==> src/rtl/tdp_pkg.sv <==
// Shared types and constants for the trial-division primality tester.
package tdp_pkg;

    // Width of the number field on the input channel.
    localparam int NUMBER_W = 32;

    typedef enum logic [1:0] {
        ST_IDLE,
        ST_DIV,
        ST_CHECK,
        ST_FINISH
    } state_t;

endpackage

==> src/rtl/tdp_num_if.sv <==
// Input channel: one number word per handshake.
interface tdp_num_if;
    logic                            valid;
    logic                            ready;
    logic [tdp_pkg::NUMBER_W-1:0]    number;

    modport source (output valid, output number, input ready);
    modport sink   (input valid, input number, output ready);
endinterface

==> src/rtl/tdp_res_if.sv <==
// Result channel: one primality flag per handshake.
interface tdp_res_if;
    logic valid;
    logic ready;
    logic is_prime;

    modport source (output valid, output is_prime, input ready);
    modport sink   (input valid, input is_prime, output ready);
endinterface

==> src/rtl/tdp_div.sv <==
// Bit-serial restoring divider: one quotient bit per cycle.
module tdp_div #(
    parameter int NUM_WIDTH = 32
) (
    input  logic                 clk,
    input  logic                 rst_n,
    input  logic                 start,
    input  logic [NUM_WIDTH-1:0] dividend,
    input  logic [NUM_WIDTH-1:0] divisor,
    output logic                 done,
    output logic [NUM_WIDTH-1:0] quotient,
    output logic [NUM_WIDTH-1:0] remainder
);

    localparam int CNT_W = $clog2(NUM_WIDTH);

    logic                 busy_reg;
    logic                 busy_next;
    logic                 done_reg;
    logic                 done_next;
    logic [CNT_W-1:0]     cnt_reg;
    logic [CNT_W-1:0]     cnt_next;
    logic [NUM_WIDTH-1:0] q_reg;
    logic [NUM_WIDTH-1:0] q_next;
    logic [NUM_WIDTH-1:0] rem_reg;
    logic [NUM_WIDTH-1:0] rem_next;
    logic [NUM_WIDTH-1:0] dvs_reg;
    logic [NUM_WIDTH-1:0] dvs_next;
    logic [NUM_WIDTH:0]   trial;
    logic [NUM_WIDTH:0]   diff;
    logic                 ge;
    logic                 last;

    // q_reg shifts dividend bits out at the top and quotient bits in at the bottom
    assign trial = {rem_reg, q_reg[NUM_WIDTH-1]};
    assign diff  = trial - {1'b0, dvs_reg};
    assign ge    = (trial >= {1'b0, dvs_reg});
    assign last  = (cnt_reg == CNT_W'(NUM_WIDTH - 1));

    always_comb
    begin
        busy_next = busy_reg;
        done_next = 1'b0;
        cnt_next  = cnt_reg;
        q_next    = q_reg;
        rem_next  = rem_reg;
        dvs_next  = dvs_reg;
        if (start)
        begin
            busy_next = 1'b1;
            cnt_next  = '0;
            q_next    = dividend;
            rem_next  = '0;
            dvs_next  = divisor;
        end
        else if (busy_reg)
        begin
            q_next   = {q_reg[NUM_WIDTH-2:0], ge};
            rem_next = ge ? diff[NUM_WIDTH-1:0] : trial[NUM_WIDTH-1:0];
            cnt_next = cnt_reg + 1'b1;
            if (last)
            begin
                busy_next = 1'b0;
                done_next = 1'b1;
            end
        end
    end

    always_ff @(posedge clk or negedge rst_n)
    begin
        if (!rst_n)
        begin
            busy_reg <= 1'b0;
            done_reg <= 1'b0;
            cnt_reg  <= '0;
        end
        else
        begin
            busy_reg <= busy_next;
            done_reg <= done_next;
            cnt_reg  <= cnt_next;
        end
    end

    always_ff @(posedge clk)
    begin
        q_reg   <= q_next;
        rem_reg <= rem_next;
        dvs_reg <= dvs_next;
    end

    assign done      = done_reg;
    assign quotient  = q_reg;
    assign remainder = rem_reg;

endmodule

==> src/rtl/trial_division_primality_test_top.sv <==
// Top level of the trial-division primality tester.
//
//   channel    | dir | payload            | handshake
//   number_ch  | in  | number   [31:0]    | valid / ready
//   result_ch  | out | is_prime [0]       | valid / ready
//
// Each candidate divisor passes through the bit-serial divider (load, NUM_WIDTH
// shift steps, bound and remainder check); candidates run from 2 upward until one
// divides N or exceeds the quotient N / candidate, which then marks N as prime.
// One number is in work at a time; the next word is taken while a result waits.
// Reset clears control only; a stalled result holds the finished item back.
module trial_division_primality_test_top #(
    parameter int NUM_WIDTH = 32
) (
    input  logic      clk,
    input  logic      rst_n,
    tdp_num_if.sink   number_ch,
    tdp_res_if.source result_ch
);

    tdp_pkg::state_t      state_reg;
    tdp_pkg::state_t      state_next;
    logic [NUM_WIDTH-1:0] val_reg;
    logic [NUM_WIDTH-1:0] val_next;
    logic [NUM_WIDTH-1:0] cand_reg;
    logic [NUM_WIDTH-1:0] cand_next;
    logic                 fin_reg;
    logic                 fin_next;
    logic                 out_valid_reg;
    logic                 out_valid_next;
    logic                 res_reg;
    logic                 res_next;

    logic [NUM_WIDTH-1:0] in_val;
    logic                 accept;
    logic                 small_num;
    logic                 div_start;
    logic                 div_done;
    logic [NUM_WIDTH-1:0] quo;
    logic [NUM_WIDTH-1:0] rem;
    logic                 past_bound;
    logic                 factor_hit;
    logic                 slot_free;
    logic                 load_out;

    generate
        if (NUM_WIDTH <= tdp_pkg::NUMBER_W)
        begin : g_narrow
            assign in_val = number_ch.number[NUM_WIDTH-1:0];
        end
        else
        begin : g_wide
            assign in_val = {{(NUM_WIDTH - tdp_pkg::NUMBER_W){1'b0}}, number_ch.number};
        end
    endgenerate

    assign accept     = number_ch.valid && number_ch.ready;
    assign small_num  = (in_val < NUM_WIDTH'(2));
    assign past_bound = (cand_reg > quo);
    assign factor_hit = (rem == '0);
    assign slot_free  = !out_valid_reg || result_ch.ready;

    tdp_div #(
        .NUM_WIDTH (NUM_WIDTH)
    ) u_div (
        .clk       (clk),
        .rst_n     (rst_n),
        .start     (div_start),
        .dividend  (val_next),
        .divisor   (cand_next),
        .done      (div_done),
        .quotient  (quo),
        .remainder (rem)
    );

    // next state
    always_comb
    begin
        state_next = state_reg;
        case (state_reg)
            tdp_pkg::ST_IDLE:
            begin
                if (accept)
                    state_next = small_num ? tdp_pkg::ST_FINISH : tdp_pkg::ST_DIV;
            end
            tdp_pkg::ST_DIV:
            begin
                if (div_done)
                    state_next = tdp_pkg::ST_CHECK;
            end
            tdp_pkg::ST_CHECK:
            begin
                if (past_bound || factor_hit)
                    state_next = tdp_pkg::ST_FINISH;
                else
                    state_next = tdp_pkg::ST_DIV;
            end
            tdp_pkg::ST_FINISH:
            begin
                if (slot_free)
                    state_next = tdp_pkg::ST_IDLE;
            end
            default:
                state_next = tdp_pkg::ST_IDLE;
        endcase
    end

    // outputs and datapath
    always_comb
    begin
        number_ch.ready = 1'b0;
        div_start       = 1'b0;
        load_out        = 1'b0;
        val_next        = val_reg;
        cand_next       = cand_reg;
        fin_next        = fin_reg;
        case (state_reg)
            tdp_pkg::ST_IDLE:
            begin
                number_ch.ready = 1'b1;
                if (accept)
                begin
                    val_next  = in_val;
                    cand_next = NUM_WIDTH'(2);
                    fin_next  = 1'b0;
                    div_start = !small_num;
                end
            end
            tdp_pkg::ST_DIV:
            begin
            end
            tdp_pkg::ST_CHECK:
            begin
                if (past_bound)
                    fin_next = 1'b1;
                else if (factor_hit)
                    fin_next = 1'b0;
                else
                begin
                    cand_next = cand_reg + 1'b1;
                    div_start = 1'b1;
                end
            end
            tdp_pkg::ST_FINISH:
            begin
                load_out = slot_free;
            end
            default:
            begin
            end
        endcase
    end

    always_comb
    begin
        out_valid_next = out_valid_reg;
        res_next       = res_reg;
        if (load_out)
        begin
            out_valid_next = 1'b1;
            res_next       = fin_reg;
        end
        else if (out_valid_reg && result_ch.ready)
            out_valid_next = 1'b0;
    end

    always_ff @(posedge clk or negedge rst_n)
    begin
        if (!rst_n)
        begin
            state_reg     <= tdp_pkg::ST_IDLE;
            out_valid_reg <= 1'b0;
        end
        else
        begin
            state_reg     <= state_next;
            out_valid_reg <= out_valid_next;
        end
    end

    always_ff @(posedge clk)
    begin
        val_reg  <= val_next;
        cand_reg <= cand_next;
        fin_reg  <= fin_next;
        res_reg  <= res_next;
    end

    assign result_ch.valid    = out_valid_reg;
    assign result_ch.is_prime = res_reg;

endmodule
==> src/flat_wrapper.sv <==
// flat-port wrapper written by rule: the top's interface ports become plain ports
module trial_division_primality_test_top_flat 
#(
    parameter int NUM_WIDTH = 32
)
  (clk, rst_n, number_ch_valid, number_ch_number, number_ch_ready, result_ch_valid, result_ch_is_prime, result_ch_ready);
  tdp_num_if number_ch_i ();
  tdp_res_if result_ch_i ();
  input  logic clk;
  input  logic rst_n;
  input wire logic [$bits(number_ch_i.valid)-1:0] number_ch_valid;
  input wire logic [$bits(number_ch_i.number)-1:0] number_ch_number;
  output wire logic [$bits(number_ch_i.ready)-1:0] number_ch_ready;
  output wire logic [$bits(result_ch_i.valid)-1:0] result_ch_valid;
  output wire logic [$bits(result_ch_i.is_prime)-1:0] result_ch_is_prime;
  input wire logic [$bits(result_ch_i.ready)-1:0] result_ch_ready;
  assign number_ch_i.valid = number_ch_valid;
  assign number_ch_i.number = number_ch_number;
  assign number_ch_ready = number_ch_i.ready;
  assign result_ch_valid = result_ch_i.valid;
  assign result_ch_is_prime = result_ch_i.is_prime;
  assign result_ch_i.ready = result_ch_ready;
  trial_division_primality_test_top #(.NUM_WIDTH(NUM_WIDTH)) u_core (.clk(clk), .rst_n(rst_n), .number_ch(number_ch_i), .result_ch(result_ch_i));
endmodule
==> config.mk <==
export PLATFORM = sky130hd
export DESIGN_NAME = trial_division_primality_test_top_flat
export DESIGN_NICKNAME = d
export VERILOG_FILES = /design/src/rtl/tdp_pkg.sv /design/src/rtl/tdp_num_if.sv /design/src/rtl/tdp_res_if.sv /design/src/rtl/tdp_div.sv /design/src/rtl/trial_division_primality_test_top.sv /design/src/flat_wrapper.sv
export SDC_FILE = /design/constraint.sdc
export NUM_CORES = 1
export LEC_CHECK = 0
export BUFFER_PORTS_ARGS = -buffer_cell sky130_fd_sc_hd__buf_2
export CAP_MARGIN = 20
export CORE_ASPECT_RATIO = 1.2
export CORE_MARGIN = 8
export CORE_UTILIZATION = 40
export DETAILED_ROUTE_END_ITERATION = 16
export GPL_ROUTABILITY_DRIVEN = 0
export PLACE_DENSITY = 0.54
export RECOVER_POWER = 25
export SETUP_SLACK_MARGIN = 0.05
export SYNTH_ARGS = -nofsm -noshare
export SYNTH_HDL_FRONTEND = slang
export SYNTH_HIERARCHICAL = 1
export SYNTH_SLANG_ARGS = --single-unit
==> constraint.sdc <==
create_clock -name clk -period 13.3 [get_ports clk]
set_clock_uncertainty 0.05 [all_clocks]
set_input_delay 3.99 -clock clk [delete_from_list [all_inputs] [get_ports clk]]
set_output_delay 3.99 -clock clk [all_outputs]
set_load 0.005 [all_outputs]
==> results of run 1 <==
## cells by family (layout without fill, tap and decap cells)
kind of cell,count (synthesis),in the layout,share of synthesized area (%)
adders and majority gates,68,68,8.61
AOI/OAI and AO/OA,217,217,14.8
xor gates and xnor gates,28,28,2.46
and+or+nand+nor,418,418,20.1
muxes,66,66,7.16
DFF,172,172,41.7
buffers and inverters,130,160,5.16
## layout make-up
class / instances / area, sq um
clock buffers: 19 / 433
well taps: 325 / 407
fillers: 2429 / 13600
repair buffers: 45 / 240
clock inverters: 13 / 119
multi-input cells: 797 / 5310
inverters: 83 / 312
flip-flops and latches: 172 / 4150
## layer usage
metal,up-vias,track usage [%],share of wire (%)
li1,4005,-,-
met1,3662,20.9,47
met2,136,27.8,48
met3,33,2.76,2.5
met4,0,5.54,2.1
met5,-,0,0
## per-stage QoR
stage / hold slack, ns / instances / area (sq um)
after global routing: 0.392 / 1454 / 11000
after floorplan: 0.350 / 1099 / 9960
final: 0.381 / 1454 / 11000
after global placement: 0.352 / 1422 / 10400
after CTS: 0.385 / 1454 / 11000
after detailed placement: 0.380 / 1422 / 10400
## synthesized netlist by cell type, types with 16 or more instances
library cell	n	share of area, %
a211oi_1	24	1.8
a21o_1	17	1.3
a21oi_1	51	2.6
clkbuf_1	37	1.4
dfxtp_1	96	19
edfxtp_1	66	20
ha_1	67	8.4
inv_1	83	3.1
mux2_2	34	3.8
mux2i_1	30	3.0
nand2_1	191	7.2
nand3_1	37	1.9
nand4_1	24	1.5
nor2_1	64	2.4
nor3_1	16	0.80
nor4_1	24	1.5
o211ai_1	16	1.2
o21ai_0	26	1.3
xnor2_1	18	1.6
## final timing paths
check                                                       to  depth (start not counted)                                start
max                         u_core/u_div/quotient[1]$_DFFE_PP_                          7                      number_ch_valid
min                        u_core/result_ch.is_prime$_DFFE_PP_                          0         u_core/fin_reg$_SDFFCE_PN0P_
max reg2reg                 u_core/u_div/quotient[1]$_DFFE_PP_                         10  u_core/u_div/quotient[15]$_DFFE_PP_
min reg2reg                u_core/result_ch.is_prime$_DFFE_PP_                          0         u_core/fin_reg$_SDFFCE_PN0P_
max in group asynchronous  u_core/u_div/cnt_reg[0]$_DFFE_PN0P_                          1                                rst_n
min in group asynchronous   u_core/result_ch.valid$_DFFE_PN0P_                          1                                rst_n
## worst register-to-register path: stages (launching register included)
cell      delay (ns)
edfxtp_1        0.38
inv_1           0.06
ha_1            0.30
nand4_1         0.18
nor4_1          0.57
a22o_1          0.52
and2_0          0.72
nand3_1         0.37
o21ai_4         0.35
buf_4           0.84
mux2_2          0.46
## power by group through the flow
stage	Sequential, uW	Clock (uW)	Combinational, uW
2_1_floorplan	888	0	852
3_3_place_gp	944	0	1080
3_5_place_dp	946	0	1090
4_1_cts	937	491	1100
5_1_grt	968	511	1230
6_report	936	478	1090
==> results by group, run 1 <==
Outcome
  – Status: complete, but fails checks
  – Failing checks: capacitance limit, slew limit

Power
  – Overall power: 2510 uW
  – PwrDens: 229 nW/um^2
  – Peak VDD IR: 119 uV
  – Net Sw Frac: 41.4%
  – Pleak: 0.00457 uW
  – Pint: 1470 uW
  – Combinational group share of total power: 43.6%
  – Net Switching: 1040 uW
  – Clock share of power: 19.1%
  – Reg power frac: 37.3%

Clocking
  – Clock transition at path regs: 0.07 ns
  – CTS tree: built
  – # hold bufs at CTS: 0
  – Num CTS Buffers: 17
  – H-tree levels: 4
  – Clock buffer depth: 2
  – Cts repair resizes: 0
  – CTS Root Buffer Type: clkbuf_16
  – Setup bufs post-CTS: 0
  – Clock latency on the worst-skew pair: 0.43 ns
  – Sink Count: 172

Synth
  – Register area share after synthesis: 41.7%
  – Synth Instances: 1099
  – Mapped cell area: 9960 sq um
  – Dominant synthesized flop cell: dfxtp_1
  – Flops & latches, synth: 172
  – Syn avg cell area: 9.07 sq um
  – Synthesis Warnings: 6
  – Synth unique cells: 74
  – Post-synth EDFFs: 66
  – Post-synth ARST share: 5.81%
  – Syn Nets: 1203

Worst setup path
  – Slowest stage cell, crit path: buf_4
  – Critical Path Source Type: input pin
  – Most frequent CP cell: nor2_1
  – Worst path bufs/invs: 2
  – CP peak stage delay: 0.83 ns
  – Critical path capture point type: flop
  – CP Class: input pin to flop
  – Worst Path Arrival: 6.64 ns
  – Reg-to-reg slack, setup: 8.24 ns
  – Worst path top cell family by delay: buffers and inverters
  – CP Cell Sequence: clkbuf_1, nor2_1, nor2_1, nand2_1, o21ai_4, buf_4, mux2_2
  – CP Data Required Time: 13.42 ns
  – Worst Path Max Fanout: 75

Timing
  – Slew margin rel.: -14.9%
  – Period utilization: 49.0%
  – Final hold vios: 0
  – Pins Over Slew Limit: 28
  – Fmax: 154 MHz
  – RSZ-0062 raised after global routing: false
  – Fin crit period: 6.51 ns
  – Worst slew pin tran: 1.72 ns
  – Setup ws final: 6.79 ns
  – Setup violations, final: 0
  – Setup tns final: 0 ns

Drt
  – Drt drc: 0
  – Antenna Violating Nets Remaining: 0
  – Post-DR wirelength/cell: 16.8 microns
  – DRT Wirelength: 24500 microns
  – Via Count: 7836
  – Drt first pass iters: 5
  – Starting DRT DRC Count: 398
  – Via density: 5.39

Cells and area
  – Nets: 1220
  – Area Overhead vs Synth: 10.2%
  – Commonest non-fill, non-tap cell in the layout: nand2_1
  – Fin util: 44.6%
  – Commonest non-fill, non-tap cells in the layout: nand2_1 (191), dfxtp_1 (96), inv_1 (83)
  – N_diodes: 0
  – Share of layout cells above drive strength 1: 11.2%

Placed design
  – Final HPWL DP: 18200 microns
  – PortBufs: 38
  – DP Worst Slack: 6.35 ns

Global route
  – Vias in the first global route: 7885
  – Overflow after GRT: 0
  – GR Util All Layers: 16.4%
  – Antenna violations before repair: 0
  – Global-route wire length before repair: 40500 microns
  – Largest net degree at the start of global routing: 76

Die
  – Num rows: 63
  – Initial core utilization: 40.5%
  – Die W: 160 microns
  – Die outline height: 189 microns
  – I/O Pins: 39
  – DIE AREA: 30200 sq um
  – Total core area: 24600 sq um

Hold path
  – Hold WC Path Type: flop to flop

Job
  – Max-cap check violation count: 1
Power figures use the tool's default switching activity.
==> run 2: changes to the inputs <==
- PLACE_DENSITY: 0.54 -> 0.56
- clock period: 13.3 -> 5.7 ns (I/O delays scaled with it)
==> results by group, run 2 (synthesized netlist as in run 1, its figures left out) <==
Worst setup path
  – Worst Path Arrival: 4.73 ns
  – Worst Path Max Fanout: 32
  – Most frequent CP cell: inv_1
  – Slowest stage cell, crit path: and2_0
  – CP Class: flop to flop
  – Critical path capture point type: flop
  – Critical Path Source Type: flop
  – Reg2reg path depth: 13
  – CP Cell Sequence: inv_1, ha_1, nand4_1, nor4_1, a22o_1, clkbuf_1, and2_0, nand3_1, o21ai_4, buf_16, nor2_1, inv_1, buf_4
  – CP Data Required Time: 5.73 ns
  – CP peak stage delay: 0.73 ns

Clocking
  – Clock transition at path regs: 0.07 ns
  – H-tree levels: 4
  – CTS Root Buffer Type: clkbuf_16
  – Num CTS Buffers: 17
  – CTS tree: built
  – Sink Count: 172
  – Setup bufs post-CTS: 0
  – Clock buffer depth: 2
  – # hold bufs at CTS: 0
  – Clock latency on the worst-skew pair: 0.43 ns
  – Cts repair resizes: 0

Drt
  – Drt drc: 0
  – Starting DRT DRC Count: 447
  – Antenna Violating Nets Remaining: 0
  – Via Count: 7911
  – Via density: 5.42
  – Drt first pass iters: 6
  – Post-DR wirelength/cell: 16.5 microns
  – DRT Wirelength: 24100 microns

Power
  – Peak VDD IR: 261 uV
  – PwrDens: 534 nW/um^2
  – Pleak: 0.00462 uW

Die
  – Num rows: 63
  – I/O Pins: 39
  – Initial core utilization: 40.5%
  – Die W: 160 microns
  – Die outline height: 189 microns
  – DIE AREA: 30200 sq um
  – Total core area: 24600 sq um

Hold path
  – Hold WC Path Type: flop to flop
  – Hold-critical path depth: 0

Timing
  – Pins Over Slew Limit: 28
  – Slew margin rel.: -22.4%
  – Final hold vios: 0
  – Fmax: 213 MHz
  – Fin crit period: 4.70 ns
  – Setup tns final: 0 ns
  – RSZ-0062 raised after global routing: false
  – Setup violations, final: 0
  – Worst slew pin tran: 1.84 ns
  – Period utilization: 82.5%
  – Worst hold margin: 0.392 ns

Cells and area
  – Nets: 1226
  – Commonest non-fill, non-tap cell in the layout: nand2_1
  – Area Overhead vs Synth: 11.0%
  – Commonest non-fill, non-tap cells in the layout: nand2_1 (191), dfxtp_1 (96), inv_1 (83)
  – Finished Cell Area: 11100 sq um
  – Share of layout cells above drive strength 1: 11.4%
  – N_diodes: 0

Outcome
  – Failing checks: capacitance limit, slew limit
  – Status: complete, but fails checks

Global route
  – Antenna violations before repair: 0
  – Largest net degree at the start of global routing: 39
  – Global-route wire length before repair: 40000 microns
  – Vias in the first global route: 7812
  – Overflow after GRT: 0
  – GR Util All Layers: 16.1%

Placed design
  – Cell Area, Placed: 10500 sq um
  – Final HPWL DP: 18100 microns
  – PortBufs: 38

Job
  – Max-cap check violation count: 1
==> run 2: cell types whose count changed in the layout (fill, tap and decap cells not counted), sizes merged <==
cell,delta
clkinvlp,-2
buf,+3
inv,+4
clkbuf,+3
clkinv,-2
==> run 2: final timing paths <==
kind / from / end / slack (ns)
setup / recovery: u_core/u_div/quotient[31]$_DFFE_PP_ / u_core/u_div/quotient[5]$_DFFE_PP_ / 1.0
hold / removal: u_core/fin_reg$_SDFFCE_PN0P_ / u_core/result_ch.is_prime$_DFFE_PP_ / 0.39
setup reg to reg: u_core/u_div/quotient[31]$_DFFE_PP_ / u_core/u_div/quotient[5]$_DFFE_PP_ / 1.0
hold reg to reg: u_core/fin_reg$_SDFFCE_PN0P_ / u_core/result_ch.is_prime$_DFFE_PP_ / 0.39
max in group asynchronous: rst_n / u_core/u_div/cnt_reg[1]$_DFFE_PN0P_ / 4.01
min in group asynchronous: rst_n / u_core/result_ch.valid$_DFFE_PN0P_ / 1.21
==> run 2: layout make-up <==
| cell class | instances | area (sq um) |
|---|---|---|
| Fill cell | 2426 | 13500 |
| Multi-Input combinational cell | 797 | 5310 |
| Sequential cell | 172 | 4150 |
| Clock buffer | 19 | 453 |
| Tap cell | 325 | 407 |
| Inverter | 83 | 312 |
| Timing Repair Buffer | 51 | 307 |
| Clock inverter | 13 | 128 |
==> run 2: through the flow <==
| stage | setup slack, ns | power [uW] | cells | utilization [%] |
|---|---|---|---|---|
| 6_report | 0.998 | 5910 | 1460 | 45.0 |
| 5_1_grt | 0.639 | 6390 | 1460 | 45.0 |
| 4_1_cts | 1.42 | 5950 | 1459 | 44.9 |
| 3_5_place_dp | 1.21 | 4770 | 1427 | 42.6 |
| 3_3_place_gp | 1.26 | 4730 | 1426 | 42.5 |
| 2_1_floorplan | 0.221 | 4060 | 1099 | - |
==> run 2: critical path, delay by kind of cell (launching register included) <==
kind / cells / cell delay, ns
buffers and inverters: 5 / 1.18
and+or+nand+nor: 5 / 1.87
adders and majority gates: 1 / 0.29
AOI/OAI and AO/OA: 2 / 0.56
DFF: 1 / 0.39
==> run 2: power by group <==
group,internal [uW],total (uW),switching (uW)
combinational,1020,2590,1570
clock,637,1150,517
sequential,1830,2170,338
==> run 2: routing by layer <==
layer  vias up  GRT usage, %  part of all wire [%]
li1       4023             -                     -
met1      3684          21.0                    47
met2       175          27.2                    48
met5         -             0                     0
met3        29          2.09                   3.2
met4         0          5.08                   1.6
